===== src/rtl/core/hrpt_pkg.sv =====
// Shared types, constants and table functions for the hopping receive packet tracker.
// No dependencies; used by every module under rtl/core.
package hrpt_pkg;

    localparam int HOP_CHANNELS  = 9;
    localparam int DWELL_PACKETS = 16;
    localparam int HOP_TABLE_LEN = 9;
    localparam int SCAN_W        = 4;

    localparam logic [7:0]  PROTO_LEN = 8'd12;
    localparam logic [7:0]  PLAIN_LEN = 8'd4;
    localparam logic [7:0]  PKT_TYPE  = 8'h01;
    localparam logic [7:0]  PKT_EPOCH = 8'h00;
    localparam logic [15:0] CRC_POLY  = 16'h1021;
    localparam logic [15:0] CRC_INIT  = 16'hFFFF;
    localparam logic [3:0]  POS_MAX   = 4'd15;
    localparam logic [3:0]  MISS_MAX  = 4'd15;

    localparam logic [5:0] FIXED_CHANNEL_RST = 6'd16;
    localparam logic [7:0] MAGIC_RST         = 8'hA7;
    localparam logic [7:0] SESSION_RST       = 8'h21;
    localparam logic [3:0] MISS_LIMIT_RST    = 4'd8;

    typedef enum logic [1:0] {
        KIND_BYTE    = 2'd0,
        KIND_CRC_ERR = 2'd1,
        KIND_TIMEOUT = 2'd2,
        KIND_UNUSED  = 2'd3
    } t_kind;

    typedef enum logic [2:0] {
        ST_OK          = 3'd0,
        ST_BAD_LENGTH  = 3'd1,
        ST_BAD_MAGIC   = 3'd2,
        ST_BAD_SESSION = 3'd3,
        ST_BAD_CRC     = 3'd4,
        ST_RADIO_CRC   = 3'd5,
        ST_TIMEOUT     = 3'd6
    } t_status;

    typedef enum logic [2:0] {
        CFG_PROTOCOL_MODE = 3'd0,
        CFG_HOP_ENABLE    = 3'd1,
        CFG_FIXED_CHANNEL = 3'd2,
        CFG_MAGIC_BYTE    = 3'd3,
        CFG_SESSION_CODE  = 3'd4,
        CFG_MISS_LIMIT    = 3'd5
    } t_cfg_idx;

    typedef struct packed {
        logic       protocol_mode;
        logic       hop_enable;
        logic [5:0] fixed_channel;
        logic [7:0] magic_byte;
        logic [7:0] session_code;
        logic [3:0] fast_miss_limit;
    } t_cfg;

    // assembler -> tracker / top
    typedef struct packed {
        logic       result;
        t_status    status;
        logic [7:0] seq;
    } t_verdict;

    // tracker -> result register
    typedef struct packed {
        logic [5:0] next_channel;
        logic [7:0] gap_added;
        logic       duplicate;
        logic       reacquire;
        logic [7:0] expected_next;
    } t_track;

    function automatic logic [15:0] crc_byte(input logic [15:0] c_in, input logic [7:0] b);
        logic [15:0] c;
        c = c_in ^ {b, 8'h00};
        for (int k = 0; k < 8; k++) begin
            c = c[15] ? ({c[14:0], 1'b0} ^ CRC_POLY) : {c[14:0], 1'b0};
        end
        return c;
    endfunction

    // hop index of a sequence number, as a constant lookup
    function automatic logic [SCAN_W-1:0] hop_index(input logic [7:0] s);
        logic [SCAN_W-1:0] r;
        r = '0;
        for (int i = 0; i < 256; i++) begin
            if (s == 8'(i)) r = SCAN_W'((i / DWELL_PACKETS) % HOP_CHANNELS);
        end
        return r;
    endfunction

    function automatic logic [5:0] hop_channel(input logic [SCAN_W-1:0] idx);
        logic [5:0] ch;
        ch = '0;
        for (int i = 0; i < (1 << SCAN_W); i++) begin
            if (idx == SCAN_W'(i)) ch = 6'(4 * (1 + (i % HOP_TABLE_LEN)));
        end
        return ch;
    endfunction

endpackage


===== src/rtl/core/hrpt_assembler.sv =====
// Packet byte assembly: length, header checks, CRC-16 and packet verdict.
// Depends on hrpt_pkg.
module hrpt_assembler (
    input  logic              i_clk,
    input  logic              i_rst_n,
    input  hrpt_pkg::t_cfg    i_cfg,
    input  logic              i_fire,
    input  hrpt_pkg::t_kind   i_kind,
    input  logic [7:0]        i_byte,
    input  logic              i_last,
    output hrpt_pkg::t_verdict o_verdict
);

    logic [3:0]  r_pos,   n_pos;
    logic [7:0]  r_len,   n_len;
    logic [15:0] r_crc,   n_crc;
    logic [1:0]  r_flags, n_flags;
    logic [7:0]  r_seq,   n_seq;
    logic [15:0] r_rcrc,  n_rcrc;
    logic [3:0]  p;
    logic [3:0]  count;
    logic [7:0]  want;
    logic        len_bad;

    always_comb begin
        n_len   = r_len;
        n_crc   = r_crc;
        n_flags = r_flags;
        n_seq   = r_seq;
        n_rcrc  = r_rcrc;
        p       = r_pos - 4'd1;
        if (r_pos == 4'd0) begin
            n_len = i_byte;
        end else begin
            if (p < 4'd10) n_crc = hrpt_pkg::crc_byte(r_crc, i_byte);
            if ((p == 4'd0 && i_byte != i_cfg.magic_byte) ||
                (p == 4'd1 && i_byte != hrpt_pkg::PKT_TYPE)) n_flags[0] = 1'b1;
            if ((p == 4'd2 && i_byte != i_cfg.session_code) ||
                (p == 4'd4 && i_byte != hrpt_pkg::PKT_EPOCH)) n_flags[1] = 1'b1;
            if (p == 4'd3) n_seq = i_byte;
            if (p == 4'd10) n_rcrc[7:0] = i_byte;
            if (p == 4'd11) n_rcrc[15:8] = i_byte;
        end
        n_pos = (r_pos != hrpt_pkg::POS_MAX) ? r_pos + 4'd1 : r_pos;
        count = n_pos - 4'd1;
        want  = i_cfg.protocol_mode ? hrpt_pkg::PROTO_LEN : hrpt_pkg::PLAIN_LEN;
        len_bad = (n_len != want) || ({4'd0, count} != want);
    end

    always_comb begin
        o_verdict.seq    = n_seq;
        o_verdict.result = (i_kind == hrpt_pkg::KIND_BYTE && i_last) ||
                           i_kind == hrpt_pkg::KIND_CRC_ERR ||
                           i_kind == hrpt_pkg::KIND_TIMEOUT;
        priority if (i_kind == hrpt_pkg::KIND_CRC_ERR)
            o_verdict.status = hrpt_pkg::ST_RADIO_CRC;
        else if (i_kind == hrpt_pkg::KIND_TIMEOUT)
            o_verdict.status = hrpt_pkg::ST_TIMEOUT;
        else if (len_bad)
            o_verdict.status = hrpt_pkg::ST_BAD_LENGTH;
        else if (i_cfg.protocol_mode && n_flags[0])
            o_verdict.status = hrpt_pkg::ST_BAD_MAGIC;
        else if (i_cfg.protocol_mode && n_flags[1])
            o_verdict.status = hrpt_pkg::ST_BAD_SESSION;
        else if (i_cfg.protocol_mode && n_rcrc != n_crc)
            o_verdict.status = hrpt_pkg::ST_BAD_CRC;
        else
            o_verdict.status = hrpt_pkg::ST_OK;
    end

    always_ff @(posedge i_clk) begin
        if (!i_rst_n) begin
            r_pos   <= '0;
            r_len   <= '0;
            r_crc   <= hrpt_pkg::CRC_INIT;
            r_flags <= '0;
            r_seq   <= '0;
            r_rcrc  <= '0;
        end else if (i_fire) begin
            unique case (i_kind)
                hrpt_pkg::KIND_BYTE: begin
                    if (i_last) begin
                        r_pos   <= '0;
                        r_len   <= '0;
                        r_crc   <= hrpt_pkg::CRC_INIT;
                        r_flags <= '0;
                        r_seq   <= '0;
                        r_rcrc  <= '0;
                    end else begin
                        r_pos   <= n_pos;
                        r_len   <= n_len;
                        r_crc   <= n_crc;
                        r_flags <= n_flags;
                        r_seq   <= n_seq;
                        r_rcrc  <= n_rcrc;
                    end
                end
                hrpt_pkg::KIND_CRC_ERR, hrpt_pkg::KIND_TIMEOUT: begin
                    r_pos   <= '0;
                    r_len   <= '0;
                    r_crc   <= hrpt_pkg::CRC_INIT;
                    r_flags <= '0;
                    r_seq   <= '0;
                    r_rcrc  <= '0;
                end
                default: begin
                end
            endcase
        end
    end

endmodule


===== src/rtl/core/hrpt_tracker.sv =====
// Sequence tracking, miss counting and hop channel selection.
// Depends on hrpt_pkg.
module hrpt_tracker (
    input  logic               i_clk,
    input  logic               i_rst_n,
    input  hrpt_pkg::t_cfg     i_cfg,
    input  logic               i_fire,
    input  hrpt_pkg::t_verdict i_verdict,
    output hrpt_pkg::t_track   o_track
);

    localparam int SW = hrpt_pkg::SCAN_W;

    logic [7:0]    r_expected, n_expected;
    logic          r_seen,     n_seen;
    logic [3:0]    r_miss,     n_miss;
    logic [SW-1:0] r_scan,     n_scan;
    logic [7:0]    delta;
    logic [7:0]    exp_inc;
    logic [SW:0]   scan_inc;
    logic [7:0]    gap;
    logic          dup;
    logic          rq;

    always_comb begin
        n_expected = r_expected;
        n_seen     = r_seen;
        n_miss     = r_miss;
        n_scan     = r_scan;
        gap        = '0;
        dup        = 1'b0;
        rq         = 1'b0;
        delta      = i_verdict.seq - r_expected;
        exp_inc    = r_expected + 8'd1;
        scan_inc   = {1'b0, r_scan} + (SW+1)'(1);
        if (i_verdict.status == hrpt_pkg::ST_OK) begin
            n_seen = 1'b1;
            if (r_seen) begin
                if (delta == 8'hFF) dup = 1'b1;
                else                gap = delta;
            end
            n_expected = i_verdict.seq + 8'd1;
            n_miss     = '0;
            n_scan     = i_cfg.hop_enable ? hrpt_pkg::hop_index(n_expected) : '0;
        end else if (i_cfg.hop_enable) begin
            n_miss = (r_miss != hrpt_pkg::MISS_MAX) ? r_miss + 4'd1 : r_miss;
            if (r_seen && n_miss <= i_cfg.fast_miss_limit) begin
                n_expected = exp_inc;
                n_scan     = hrpt_pkg::hop_index(exp_inc);
            end else begin
                n_scan = (scan_inc >= (SW+1)'(hrpt_pkg::HOP_CHANNELS)) ? '0 : scan_inc[SW-1:0];
                rq     = n_miss > i_cfg.fast_miss_limit;
            end
        end
        o_track.next_channel  = i_cfg.hop_enable ? hrpt_pkg::hop_channel(n_scan)
                                                 : i_cfg.fixed_channel;
        o_track.gap_added     = gap;
        o_track.duplicate     = dup;
        o_track.reacquire     = rq;
        o_track.expected_next = n_expected;
    end

    always_ff @(posedge i_clk) begin
        if (!i_rst_n) begin
            r_expected <= '0;
            r_seen     <= 1'b0;
            r_miss     <= '0;
            r_scan     <= '0;
        end else if (i_fire) begin
            r_expected <= n_expected;
            r_seen     <= n_seen;
            r_miss     <= n_miss;
            r_scan     <= n_scan;
        end
    end

endmodule


===== src/rtl/core/hopping_rx_packet_tracker.sv =====
// Top level of the hopping receive packet tracker: input register, result register, config.
// Depends on hrpt_pkg, hrpt_assembler and hrpt_tracker.
//
// One item is accepted per clock while the input side is not stalled. Each item is held
// in the input register while the assembler and tracker update their state, and any result
// it causes is loaded into the result register as the item leaves the input register.
// A result is produced for the final byte of a packet and for each radio CRC-error or
// timeout item; other bytes and the unused kind produce none. The input side stalls only
// while a result is waiting in the result register and a further result is ready behind it.
module hopping_rx_packet_tracker (
    input  logic        i_clk,
    input  logic        i_rst_n,
    input  logic        i_cfg_we,
    input  logic [2:0]  i_cfg_idx,
    input  logic [7:0]  i_cfg_data,
    input  logic        i_s_axis_tvalid,
    output logic        o_s_axis_tready,
    input  logic [7:0]  i_s_axis_tdata,   // [7:0] rx_byte
    input  logic [1:0]  i_s_axis_tuser,   // [1:0] kind
    input  logic        i_s_axis_tlast,   // last_byte
    output logic        o_m_axis_tvalid,
    input  logic        i_m_axis_tready,
    // [5:0] next_channel, [13:6] gap_added, [14] duplicate, [15] reacquire,
    // [23:16] expected_next
    output logic [23:0] o_m_axis_tdata,
    output logic [2:0]  o_m_axis_tuser    // [2:0] status
);

    hrpt_pkg::t_cfg     r_cfg;
    logic               r_in_valid;
    hrpt_pkg::t_kind    r_in_kind;
    logic [7:0]         r_in_byte;
    logic               r_in_last;
    logic               r_out_valid;
    hrpt_pkg::t_status  r_out_status;
    hrpt_pkg::t_track   r_out_track;
    hrpt_pkg::t_verdict verdict;
    hrpt_pkg::t_track   track;
    logic               out_free;
    logic               advance;
    logic               s_ready;

    assign out_free = !r_out_valid || i_m_axis_tready;
    assign advance  = r_in_valid && (!verdict.result || out_free);
    assign s_ready  = !r_in_valid || advance;

    always_ff @(posedge i_clk) begin
        if (!i_rst_n) begin
            r_cfg.protocol_mode   <= 1'b0;
            r_cfg.hop_enable      <= 1'b0;
            r_cfg.fixed_channel   <= hrpt_pkg::FIXED_CHANNEL_RST;
            r_cfg.magic_byte      <= hrpt_pkg::MAGIC_RST;
            r_cfg.session_code    <= hrpt_pkg::SESSION_RST;
            r_cfg.fast_miss_limit <= hrpt_pkg::MISS_LIMIT_RST;
        end else if (i_cfg_we) begin
            unique case (i_cfg_idx)
                hrpt_pkg::CFG_PROTOCOL_MODE: r_cfg.protocol_mode   <= i_cfg_data[0];
                hrpt_pkg::CFG_HOP_ENABLE:    r_cfg.hop_enable      <= i_cfg_data[0];
                hrpt_pkg::CFG_FIXED_CHANNEL: r_cfg.fixed_channel   <= i_cfg_data[5:0];
                hrpt_pkg::CFG_MAGIC_BYTE:    r_cfg.magic_byte      <= i_cfg_data;
                hrpt_pkg::CFG_SESSION_CODE:  r_cfg.session_code    <= i_cfg_data;
                hrpt_pkg::CFG_MISS_LIMIT:    r_cfg.fast_miss_limit <= i_cfg_data[3:0];
                default: begin
                end
            endcase
        end
    end

    always_ff @(posedge i_clk) begin
        if (!i_rst_n) begin
            r_in_valid <= 1'b0;
        end else if (s_ready) begin
            r_in_valid <= i_s_axis_tvalid;
        end
    end

    always_ff @(posedge i_clk) begin
        if (s_ready && i_s_axis_tvalid) begin
            r_in_kind <= hrpt_pkg::t_kind'(i_s_axis_tuser);
            r_in_byte <= i_s_axis_tdata;
            r_in_last <= i_s_axis_tlast;
        end
    end

    hrpt_assembler u_assembler (
        .i_clk     (i_clk),
        .i_rst_n   (i_rst_n),
        .i_cfg     (r_cfg),
        .i_fire    (advance),
        .i_kind    (r_in_kind),
        .i_byte    (r_in_byte),
        .i_last    (r_in_last),
        .o_verdict (verdict)
    );

    hrpt_tracker u_tracker (
        .i_clk     (i_clk),
        .i_rst_n   (i_rst_n),
        .i_cfg     (r_cfg),
        .i_fire    (advance && verdict.result),
        .i_verdict (verdict),
        .o_track   (track)
    );

    always_ff @(posedge i_clk) begin
        if (!i_rst_n) begin
            r_out_valid <= 1'b0;
        end else if (advance && verdict.result) begin
            r_out_valid <= 1'b1;
        end else if (i_m_axis_tready) begin
            r_out_valid <= 1'b0;
        end
    end

    always_ff @(posedge i_clk) begin
        if (advance && verdict.result) begin
            r_out_status <= verdict.status;
            r_out_track  <= track;
        end
    end

    assign o_s_axis_tready = s_ready;
    assign o_m_axis_tvalid = r_out_valid;
    assign o_m_axis_tuser  = r_out_status;
    assign o_m_axis_tdata  = {r_out_track.expected_next, r_out_track.reacquire,
                              r_out_track.duplicate, r_out_track.gap_added,
                              r_out_track.next_channel};

endmodule


===== config.mk =====
export PLATFORM = sky130hd
export DESIGN_NAME = hopping_rx_packet_tracker
export DESIGN_NICKNAME = d
export VERILOG_FILES = /design/src/rtl/core/hrpt_pkg.sv /design/src/rtl/core/hrpt_assembler.sv /design/src/rtl/core/hrpt_tracker.sv /design/src/rtl/core/hopping_rx_packet_tracker.sv
export SDC_FILE = /design/constraint.sdc
export NUM_CORES = 1
export LEC_CHECK = 0
export BUFFER_PORTS_ARGS = -buffer_cell sky130_fd_sc_hd__buf_4
export CAP_MARGIN = 20
export CORE_ASPECT_RATIO = 1.5
export CORE_MARGIN = 2
export CORE_UTILIZATION = 35
export CTS_CLUSTER_SIZE = 20
export DETAILED_ROUTE_END_ITERATION = 7
export PLACE_DENSITY = 0.54
export SYNTH_ARGS = -nofsm -noshare
export SYNTH_HDL_FRONTEND = slang
export SYNTH_HIERARCHICAL = 1
export SYNTH_SLANG_ARGS = --single-unit
export TNS_END_PERCENT = 50

===== constraint.sdc =====
create_clock -name i_clk -period 10.55 [get_ports i_clk]
set_input_delay 2.11 -clock i_clk [delete_from_list [all_inputs] [get_ports i_clk]]
set_output_delay 2.11 -clock i_clk [all_outputs]
set_load 0.005 [all_outputs]

==> out/metrics.csv, run 1 <==
metric;value;unit
dieArea;28730;um2
synthToLayoutAreaGrowth;12.14;%
fin_crit;5.447;ns
grt.overflow.total;0;
synth_async_sr_flop_share;0;
synth_adder_area_share;0.04520;
max-vdd-ir-drop;0.1111;mV
finalInstanceArea;10740;um2
core_area;27040;um2
final_max_slew_viol_count;0;
crit_required;10.74;ns
drive_above_1_share;0.1165;
fin_crit_sh;0.5163;
rows;74;
pre_cts_ws;5.143;ns
rsz0062_at_grt;no;
first_pass_iters;5;
place_congestion;0.8859;
fin_util;0.3973;
numCtsBuffers;17;
slew_headroom;0.2883;
syn_avg_cell_area;8.723;um2
clock_skew;0.009851;ns
synth_fp_nets;1159;
syn_inst;1098;
drcViolationCount;0;
drt-total-wl;26240;um
clk_latency;0.44;ns
total_power;1282;uW
die_w;139.1;um
cp-end-kind;flop;
fmax;183.6;MHz
ios;56;
hold_path_class;reg2reg;
cts_setup_buffers;0;
clkSinkCount;139;
fin_ws;5.103;ns
antenna_left;0;
track_usage;0.1859;
place_area;10130;um2
yosysSeqAreaShare;0.3302;
wl_per_cell;17.90;um
yosys.area.top_type;dfxtp_1;
muxShareOfSynthArea;0.09223;
path_class;reg2reg;
syn_area;9578;um2
seq_area;3163;um2
cts_root_buf;clkbuf_16;
htree_levels;4;
synth.area.top_cells;dfxtp_1 (21%), edfxtp_1 (12%), mux2i_1 (7.4%), xnor2_1 (5.7%), nor2b_1 (4.8%);
hold_viol_final;0;
grt_pass1_vias;7935;
synth.distinct_cells;90;
critPathMaxFanout;24;
synth_top_area_share;0.2111;
setup-tns-final;0;ns
reg2regPathDepth;16;
synth_xor_area_frac;0.08112;
multi_input_area;5909;um2
synth_simple_gate_area_share;0.2255;
nets;1172;
synth_edf_count;38;
grt_max_degree;117;
post-dp-hpwl;18690;um
antenna_cells;0;
power_density;119.4;nW/um2
status;finished, final reports clean;
vias;8022;
die_y;206.6;um
crit_arrival;5.64;ns
synth_top_family_by_area;simple AND/OR/NAND/NOR gates;
grt_pass1_wl;42390;um
numPortBuffers;55;
max_cap_viol_count;0;
setup_viol;0;
worst_pin_slew;1.068;ns
vias_per_cell;5.472;
yosysWarnings;6;
ys.flop_type;dfxtp_1;
clkTransAtPathRegs;0.06;ns
cellLeakagePower;0.003897;uW
ctsResizeCount;0;
antenna_found_initial;0;
start_util;0.3543;
startpoint_type;flop;
hold_path_depth;2;
cts_tree;built;
synth_compound_area_frac;0.1717;
drt_iter0_drc;434;
synth-seq-cells;139;
holdBufCountCts;0;
fillCellCount;2761;
cts.path.max_buffers;2;
==> cells in the final DEF, fill, tap and decap left out, types with 9 or more instances in the layout <==
| cell type | synthesis | final |
|---|---|---|
| clkbuf_16 | 0 | 18 |
| and2_1 | 10 | 10 |
| a22oi_1 | 38 | 38 |
| nand4_1 | 16 | 16 |
| xor2_1 | 23 | 23 |
| dfxtp_1 | 101 | 101 |
| edfxtp_1 | 38 | 38 |
| o21ai_0 | 51 | 51 |
| mux2_2 | 12 | 12 |
| a21oi_1 | 47 | 47 |
| mux2i_1 | 71 | 71 |
| nor3_1 | 19 | 18 |
| a21boi_0 | 9 | 9 |
| ha_1 | 33 | 33 |
| nor2_1 | 69 | 68 |
| nand2b_1 | 15 | 15 |
| buf_4 | 7 | 64 |
| o22ai_1 | 12 | 12 |
| nor2b_1 | 73 | 73 |
| xnor2_1 | 62 | 62 |
| a211oi_1 | 9 | 9 |
| nand3_1 | 27 | 27 |
| nand2_1 | 93 | 93 |
| nor3b_1 | 12 | 12 |
| o31ai_1 | 9 | 9 |
| inv_1 | 38 | 38 |
==> synthesized netlist by cell type (4+ instances only) <==
| library cell | count |
|---|---|
| a211o_1 | 4 |
| a211oi_1 | 9 |
| a21boi_0 | 9 |
| a21oi_1 | 47 |
| a22oi_1 | 38 |
| a31oi_1 | 7 |
| a32oi_1 | 5 |
| and2_1 | 10 |
| and3_1 | 8 |
| and4_1 | 4 |
| buf_1 | 4 |
| buf_2 | 24 |
| buf_4 | 7 |
| buf_6 | 5 |
| clkbuf_1 | 30 |
| dfxtp_1 | 101 |
| edfxtp_1 | 38 |
| ha_1 | 33 |
| inv_1 | 38 |
| mux2_2 | 12 |
| mux2i_1 | 71 |
| nand2_1 | 93 |
| nand2b_1 | 15 |
| nand3_1 | 27 |
| nand3b_1 | 6 |
| nand4_1 | 16 |
| nand4b_1 | 7 |
| nor2_1 | 69 |
| nor2b_1 | 73 |
| nor3_1 | 19 |
| nor3b_1 | 12 |
| nor4_1 | 5 |
| o211ai_1 | 6 |
| o21a_1 | 4 |
| o21ai_0 | 51 |
| o22ai_1 | 12 |
| o31ai_1 | 9 |
| or3_1 | 8 |
| xnor2_1 | 62 |
| xor2_1 | 23 |
==> path summary, 6_finish.rpt <==
check,to,from,slack (ns)
worst max-delay path,o_m_axis_tdata[4],u_assembler/r_pos[0],5.10
worst min-delay path,r_cfg[21],r_cfg[21],0.46
worst max register to register,o_m_axis_tdata[4],u_assembler/r_pos[0],5.10
worst min register to register,r_cfg[21],r_cfg[21],0.46
==> metrics by stage <==
step | cells | hold slack [ns]
after floorplan | 1098 | 0.4302
after global placement | 1433 | 0.4428
after detailed placement | 1433 | 0.4484
after CTS | 1465 | 0.4573
after global routing | 1466 | 0.4764
final | 1466 | 0.4577
==> worst max-delay path, cell delays in order (launching register included) <==
cell and delay [ns]:
dfxtp_1 0.54, inv_1 0.16, ha_1 0.33, o21ba_1 0.24
o211ai_4 0.66, mux2i_1 0.33, xnor2_1 0.15, nand4_1 0.11
nor4_1 0.36, a32oi_1 0.24, or3_1 0.59, o21ai_0 0.21
a211oi_1 0.08, a211oi_1 0.59, nor3_2 0.13, xor2_1 0.18
mux2_2 0.28
==> sequential cells by signal (all words and copies together) (netlist names), 8 cells and up <==
signal / cells
u_tracker/r_expected: 8
u_assembler/r_crc: 16
r_in_byte: 8
o_m_axis_tdata: 24
u_assembler/r_seq: 8
r_cfg: 28
u_assembler/r_len: 8
u_assembler/r_rcrc: 16
==> routing by layer <==
metal	vias up	global-route usage	wire length [um]
met2	165	0.3395	13790
met3	43	0.03437	852
met4	0	0.07973	651
met1	3844	0.2128	10940
met5	-	0	0
li1	3970	-	-
==> where the power goes <==
group | switching [uW] | internal, uW | total, uW
combinational | 56.2 | 40.7 | 96.9
sequential | 11.2 | 558 | 570
clock | 239 | 377 | 616
total | 306 | 976 | 1280
==> cell type report <==
type                       instances  area share
multi-input combinational        849      0.5502
sequential                       139      0.2945
timing repair buffer              65     0.04602
clock buffer                      24     0.04590
tap                              342     0.03984
inverter                          39     0.01363
clock inverter                     8    0.009902
==> cells by family after synthesis <==
logic type / Yosys count
AND/OR/NAND/NOR: 400
XOR/XNOR: 87
multiplexers: 85
adder cells (fa/ha/maj): 34
flip-flops: 139
buffers and inverters: 110
AO/OA/AOI/OAI: 243
Power figures use the tool's default switching activity.
==> inputs of run 2 (changes only) <==
--- a/config.mk
+++ b/config.mk
@@ -12,7 +12,7 @@
 export CORE_UTILIZATION = 35
 export CTS_CLUSTER_SIZE = 20
 export DETAILED_ROUTE_END_ITERATION = 7
-export PLACE_DENSITY = 0.54
+export PLACE_DENSITY = 0.56
 export SYNTH_ARGS = -nofsm -noshare
 export SYNTH_HDL_FRONTEND = slang
 export SYNTH_HIERARCHICAL = 1
==> constraint.sdc (replaced) <==
create_clock -name i_clk -period 4.9 [get_ports i_clk]
set_input_delay 0.98 -clock i_clk [delete_from_list [all_inputs] [get_ports i_clk]]
set_output_delay 0.98 -clock i_clk [all_outputs]
set_load 0.005 [all_outputs]
==> run 2 against run 1 <==
Maximum frequency grew 20%. Utilization is 0.58 points higher. Highest routed layer unchanged. Largest cell class unchanged. First-iteration DRC count grew 28%. Combinational power grew 120%. Hold slack got worse by 0.0020 ns.
==> out/metrics.csv, run 2 (synthesized netlist as in run 1, its figures left out) <==
metric;value;unit;change
antenna_found_initial;0;;unchanged
place_congestion;0.8872;;+0.15%
drive_above_1_share;0.1342;;+0.01766
synthToLayoutAreaGrowth;13.78;%;
max_cap_viol_count;0;;unchanged
grt_pass1_wl;42610;um;+0.54%
place_area;10270;um2;+1.4%
slew_headroom;0.3069;;+0.01860
drcViolationCount;0;;unchanged
antenna_cells;0;;unchanged
die_w;139.1;um;unchanged
holdBufCountCts;0;;unchanged
drt_iter0_drc;554;;+28%
final_max_slew_viol_count;0;;unchanged
vias;8061;;+0.49%
holdWs;0.4557;ns;-0.001965 ns
fin_crit;4.528;ns;-0.9190 ns
dieArea;28730;um2;unchanged
hold_viol_final;0;;unchanged
reg2regPathDepth;16;;unchanged
start_util;0.3543;;unchanged
startpoint_type;flop;;
final_common_cell;dfxtp_1;;
numPortBuffers;55;;unchanged
vias_per_cell;5.439;;-0.60%
status;finished, final reports clean;;
cp-end-kind;flop;;
fin_crit_sh;0.9241;;+0.4078
hold_path_class;reg2reg;;
setup-tns-final;0;ns;unchanged
grt_max_degree;117;;unchanged
hold_path_depth;2;;unchanged
die_y;206.6;um;unchanged
cts_tree;built;;
pre_cts_ws;0.1267;ns;-5.017 ns
rsz0062_at_grt;no;;
rows;74;;unchanged
post-dp-hpwl;19370;um;+3.7%
cts_setup_buffers;0;;unchanged
core_area;27040;um2;unchanged
largest_register;r_cfg;;
grt_pass1_vias;7968;;+0.42%
clock_skew;0.01929;ns;+0.009441 ns
drt-total-wl;26410;um;+0.66%
fin_ws;0.3719;ns;-4.731 ns
cts_root_buf;clkbuf_16;;
max-vdd-ir-drop;0.1864;mV;+68%
crit_arrival;4.73;ns;-0.91 ns
clk_latency;0.45;ns;about the same
ctsResizeCount;0;;unchanged
first_pass_iters;6;;+1
track_usage;0.1854;;-0.0004646
path_class;reg2reg;;
setup_viol;0;;unchanged
nets;1188;;+1.4%
power_density;251.9;nW/um2;+110%
worst_pin_slew;1.040;ns;-0.02790 ns
fin_util;0.4031;;+0.005831
finalInstanceArea;10900;um2;+1.5%
fmax;220.8;MHz;+20%
cts.path.max_buffers;2;;unchanged
clkTransAtPathRegs;0.07;ns;about the same
htree_levels;4;;unchanged
clkSinkCount;139;;unchanged
ios;56;;unchanged
largest_register_ffs;28;;unchanged
layout_common_cells;dfxtp_1 (101), nand2_1 (93), buf_4 (80);;
cellLeakagePower;0.003970;uW;+1.9%
critPathMaxFanout;13;;-46%
grt.overflow.total;0;;unchanged
wl_per_cell;17.82;um;-0.42%
antenna_left;0;;unchanged
crit_required;5.10;ns;-5.64 ns
numCtsBuffers;17;;unchanged
## run 2: layout make-up
type | instances | area, um2
fillers | 2740 | 16140
flip-flops and latches | 139 | 3163
clock inverters | 13 | 137.6
well taps | 342 | 427.9
clock buffers | 19 | 454.2
inverters | 39 | 146.4
multi-input cells | 849 | 5948
repair buffers | 81 | 620.6
## run 2: worst paths after layout
check | from | end | slack (ns)
worst min register to register | r_cfg[20] | r_cfg[20] | 0.46
worst min-delay path | r_cfg[20] | r_cfg[20] | 0.46
worst max-delay path | u_assembler/r_pos[3] | o_m_axis_tdata[4] | 0.37
worst max register to register | u_assembler/r_pos[3] | o_m_axis_tdata[4] | 0.37
## run 2: layer usage
layer	routed length [um]	global-route usage	up-vias
li1	-	-	4001
met1	10450	0.1993	3864
met2	14580	0.3624	155
met3	638	0.02584	41
met4	744	0.07648	0
met5	0	0	-
## run 2: power by group
part	internal [uW]	switching, uW
Combinational	92.4	123
Sequential	1200	22.9
Clock	780	525
Total	2070	671
## run 2: worst max-delay path, stage by stage, from the launching register on
cell and delay [ns]:
dfxtp_1 0.63, inv_1 0.24, nand3b_1 0.21, nand2_1 0.10, nor2_2 0.31, mux2_2 0.49
ha_1 0.36, buf_4 0.21, xor2_1 0.27, o21ai_0 0.11, a21oi_1 0.12, a21oi_1 0.09
o32a_1 0.33, o21a_1 0.10, o2111ai_1 0.35, xor2_1 0.11, mux2_2 0.27
## run 2: per-stage QoR
stage / power (uW) / cells
after floorplan: 1380 / 1098
after global placement: 1464 / 1450
after detailed placement: 1465 / 1450
after CTS: 2781 / 1482
after global routing: 2847 / 1482
final: 2746 / 1482
==> inputs of run 3 (changes only) <==
--- a/config.mk
+++ b/config.mk
@@ -12,6 +12,7 @@
 export CORE_UTILIZATION = 35
 export CTS_CLUSTER_SIZE = 20
 export DETAILED_ROUTE_END_ITERATION = 7
+export GPL_TIMING_DRIVEN = 0
 export PLACE_DENSITY = 0.56
 export SYNTH_ARGS = -nofsm -noshare
 export SYNTH_HDL_FRONTEND = slang
==> run 3 against run 2 <==
Sequential share of layout area decreased by 0.79 points. Non-clock buffer count is 54 higher. Global-route usage rose by 0.91 points. Sequential cell count is the same. Combinational power rose by 10%. Utilization grew 1.2 points. Hold slack better by 0.0019 ns. Clock power decreased by 5%. Clock-buffer cell count decreased by 1. Critical path depth up 5. Routed wire length is 5.4% higher. Sequential power is essentially flat. Critical endpoint unchanged. Largest power group unchanged.
==> out/metrics.csv, run 3 (synthesized netlist as in run 1, its figures left out) <==
metric;value;unit;change
cts.path.max_buffers;2;;unchanged
start_util;0.3543;;unchanged
vias_per_cell;5.479;;+0.73%
grt_max_degree;26;;-78%
status;finished, final reports clean;;
grt.overflow.total;0;;unchanged
max-vdd-ir-drop;0.2657;mV;+43%
grt_pass1_vias;8337;;+4.6%
track_usage;0.1945;;+0.009072
drcViolationCount;0;;unchanged
pwr-share-comb;0.088;;+0.010
layout_common_cells;dfxtp_1 (99), nand2_1 (92), nor2b_1 (73);;
place_area;10450;um2;+1.8%
fillCellCount;2767;;+0.99%
largest_register;r_cfg;;
swShare;0.2682;;+0.02381
drt_iter0_drc;526;;-5.1%
path_buf_inv;6;;+4
first_pass_iters;5;;-1
clockPowerShare;0.462;;-0.013
clkTransAtPathRegs;0.07;ns;about the same
finalInstanceArea;11210;um2;+2.9%
die_y;206.6;um;unchanged
final_common_cell;dfxtp_1;;
crit_required;5.09;ns;about the same
final_max_slew_viol_count;0;;unchanged
fin_ws;0.07560;ns;-0.2963 ns
cts_root_buf;clkbuf_16;;
holdBufCountCts;0;;unchanged
startpoint_type;flop;;
numCtsBuffers;17;;unchanged
htree_levels;4;;unchanged
p_seq_frac;0.450;;+0.004
crit_family;simple AND/OR/NAND/NOR gates;;
crit_arrival;5.01;ns;+0.28 ns
path_class;reg2reg;;
antenna_left;0;;unchanged
cp-end-kind;flop;;
cts_tree;built;;
fin_util;0.4147;;+0.01162
fin_crit_sh;0.9846;;+0.06046
antenna_found_initial;0;;unchanged
clk_latency;0.44;ns;about the same
pre_cts_ws;-0.8823;ns;-1.009 ns
intPower;1979;uW;-4.6%
rsz0062_at_grt;yes;;
reg2reg_from;u_assembler/r_pos[0];;
max_cap_viol_count;0;;unchanged
hold_start;r_cfg[20];;
slew_headroom;0.5239;;+0.2170
hold_path_class;reg2reg;;
hold_viol_final;0;;unchanged
die_w;139.1;um;unchanged
setup-tns-final;0;ns;unchanged
worstPathCellList;buf_6 > inv_1 > ha_1 > buf_2 > and2_1 > o21ai_2 > o211ai_4 > buf_12 > buf_4 > buf_4 > mux2i_1 > xor2_1 > nor4_4 > a32oi_2 > or3_4 > nand4_1 > nor2_1 > a221oi_2 > o2111ai_2 > xor2_1 > mux2_2;;
nets;1242;;+4.5%
critPathMaxFanout;10;;-3
largest_register_ffs;28;;unchanged
ios;56;;unchanged
holdWs;0.4576;ns;+0.001917 ns
worst_pin_slew;0.7142;ns;-0.3255 ns
clkSinkCount;139;;unchanged
vias;8416;;+4.4%
worst_path_largest_cell_delay;0.43;ns;-0.20 ns
dieArea;28730;um2;unchanged
wl_per_cell;18.13;um;+1.7%
cpMaxStageDelayCell;or3_4;;
grt_pass1_wl;44220;um;+3.8%
crit_start;u_assembler/r_pos[0];;
fmax;207.3;MHz;-6.1%
cellLeakagePower;0.004141;uW;+4.3%
rows;74;;unchanged
fin_crit;4.824;ns;+0.2963 ns
numPortBuffers;55;;unchanged
post-dp-hpwl;21000;um;+8.4%
place_congestion;0.9259;;+4.4%
core_area;27040;um2;unchanged
p_sw;725.4;uW;+8.1%
clock_skew;0.01065;ns;-0.008643 ns
antenna_cells;0;;unchanged
synthToLayoutAreaGrowth;17.06;%;
drive_above_1_share;0.1558;;+0.02157
setup_viol;0;;unchanged
drt-total-wl;27840;um;+5.4%
power_density;241.2;nW/um2;-4.3%
run 3: changes by cell type in the layout (fill, tap and decap cells not counted), moves of 3 or more:
| cell | change |
|---|---|
| buf_1 | +4 |
| buf_6 | +7 |
| clkbuf_1 | +28 |
| clkinv_1 | -3 |
| buf_2 | +23 |
| buf_4 | -12 |
| inv_6 | +3 |
run 3: final cells by class:
| class | instances | area (um2) | share of cell area |
|---|---|---|---|
| plain buffers | 71 | 379.1 | 0.03381 |
| clock buffers | 18 | 439.2 | 0.03917 |
| clock inverters | 14 | 130.1 | 0.01161 |
| inverters | 39 | 146.4 | 0.01306 |
| multi-input cells | 849 | 6015 | 0.5364 |
| flip-flops and latches | 139 | 3166 | 0.2823 |
| well taps | 342 | 427.9 | 0.03817 |
| repair buffers | 64 | 509.2 | 0.04542 |
run 3: layer usage:
| layer | global-route usage | share of wire |
|---|---|---|
| met1 | 0.2006 | 0.39 |
| met2 | 0.3784 | 0.54 |
| met3 | 0.02930 | 0.029 |
| met4 | 0.1017 | 0.046 |
| met5 | 0 | 0 |
run 3: worst register-to-register path, stage by stage, from the launching register on:
cell and delay [ns]:
dfxtp_2 0.35, buf_6 0.13, inv_1 0.08, ha_1 0.19, buf_2 0.18, and2_1 0.20, o21ai_2 0.16, o211ai_4 0.10
buf_12 0.15, buf_4 0.15, buf_4 0.17, mux2i_1 0.13, xor2_1 0.22, nor4_4 0.37, a32oi_2 0.23, or3_4 0.44
nand4_1 0.15, nor2_1 0.07, a221oi_2 0.35, o2111ai_2 0.25, xor2_1 0.22, mux2_2 0.28
run 3: worst paths after layout:
check	to	slack, ns	depth (start not counted)
worst min register to register	r_cfg[20]	0.46	2
worst min-delay path	r_cfg[20]	0.46	2
worst max register to register	o_m_axis_tdata[4]	0.08	21
worst max-delay path	o_m_axis_tdata[4]	0.08	21
run 3: repair_timing:
action,4_1_cts,5_1_grt
resized for setup,15,14
pin swaps,4,9
setup buffers,4,3
setup endpoints to repair,26,14
endpoints found under the hold margin,0,0
run 3: stage by stage:
| step | total power, uW | cells |
|---|---|---|
| finish | 2704 | 1536 |
| floorplan | 1380 | 1098 |
| global route | 2810 | 1536 |
| global placement | 1469 | 1495 |
| CTS | 2733 | 1533 |
| detailed placement | 1472 | 1497 |
run 3: power by group through the flow:
stage	Sequential [uW]	Clock (uW)	Combinational, uW
after floorplan	1240	0	141
after global placement	1240	0	226
after detailed placement	1240	0	229
after CTS	1220	1280	235
after global routing	1220	1330	258
final	1220	1250	237
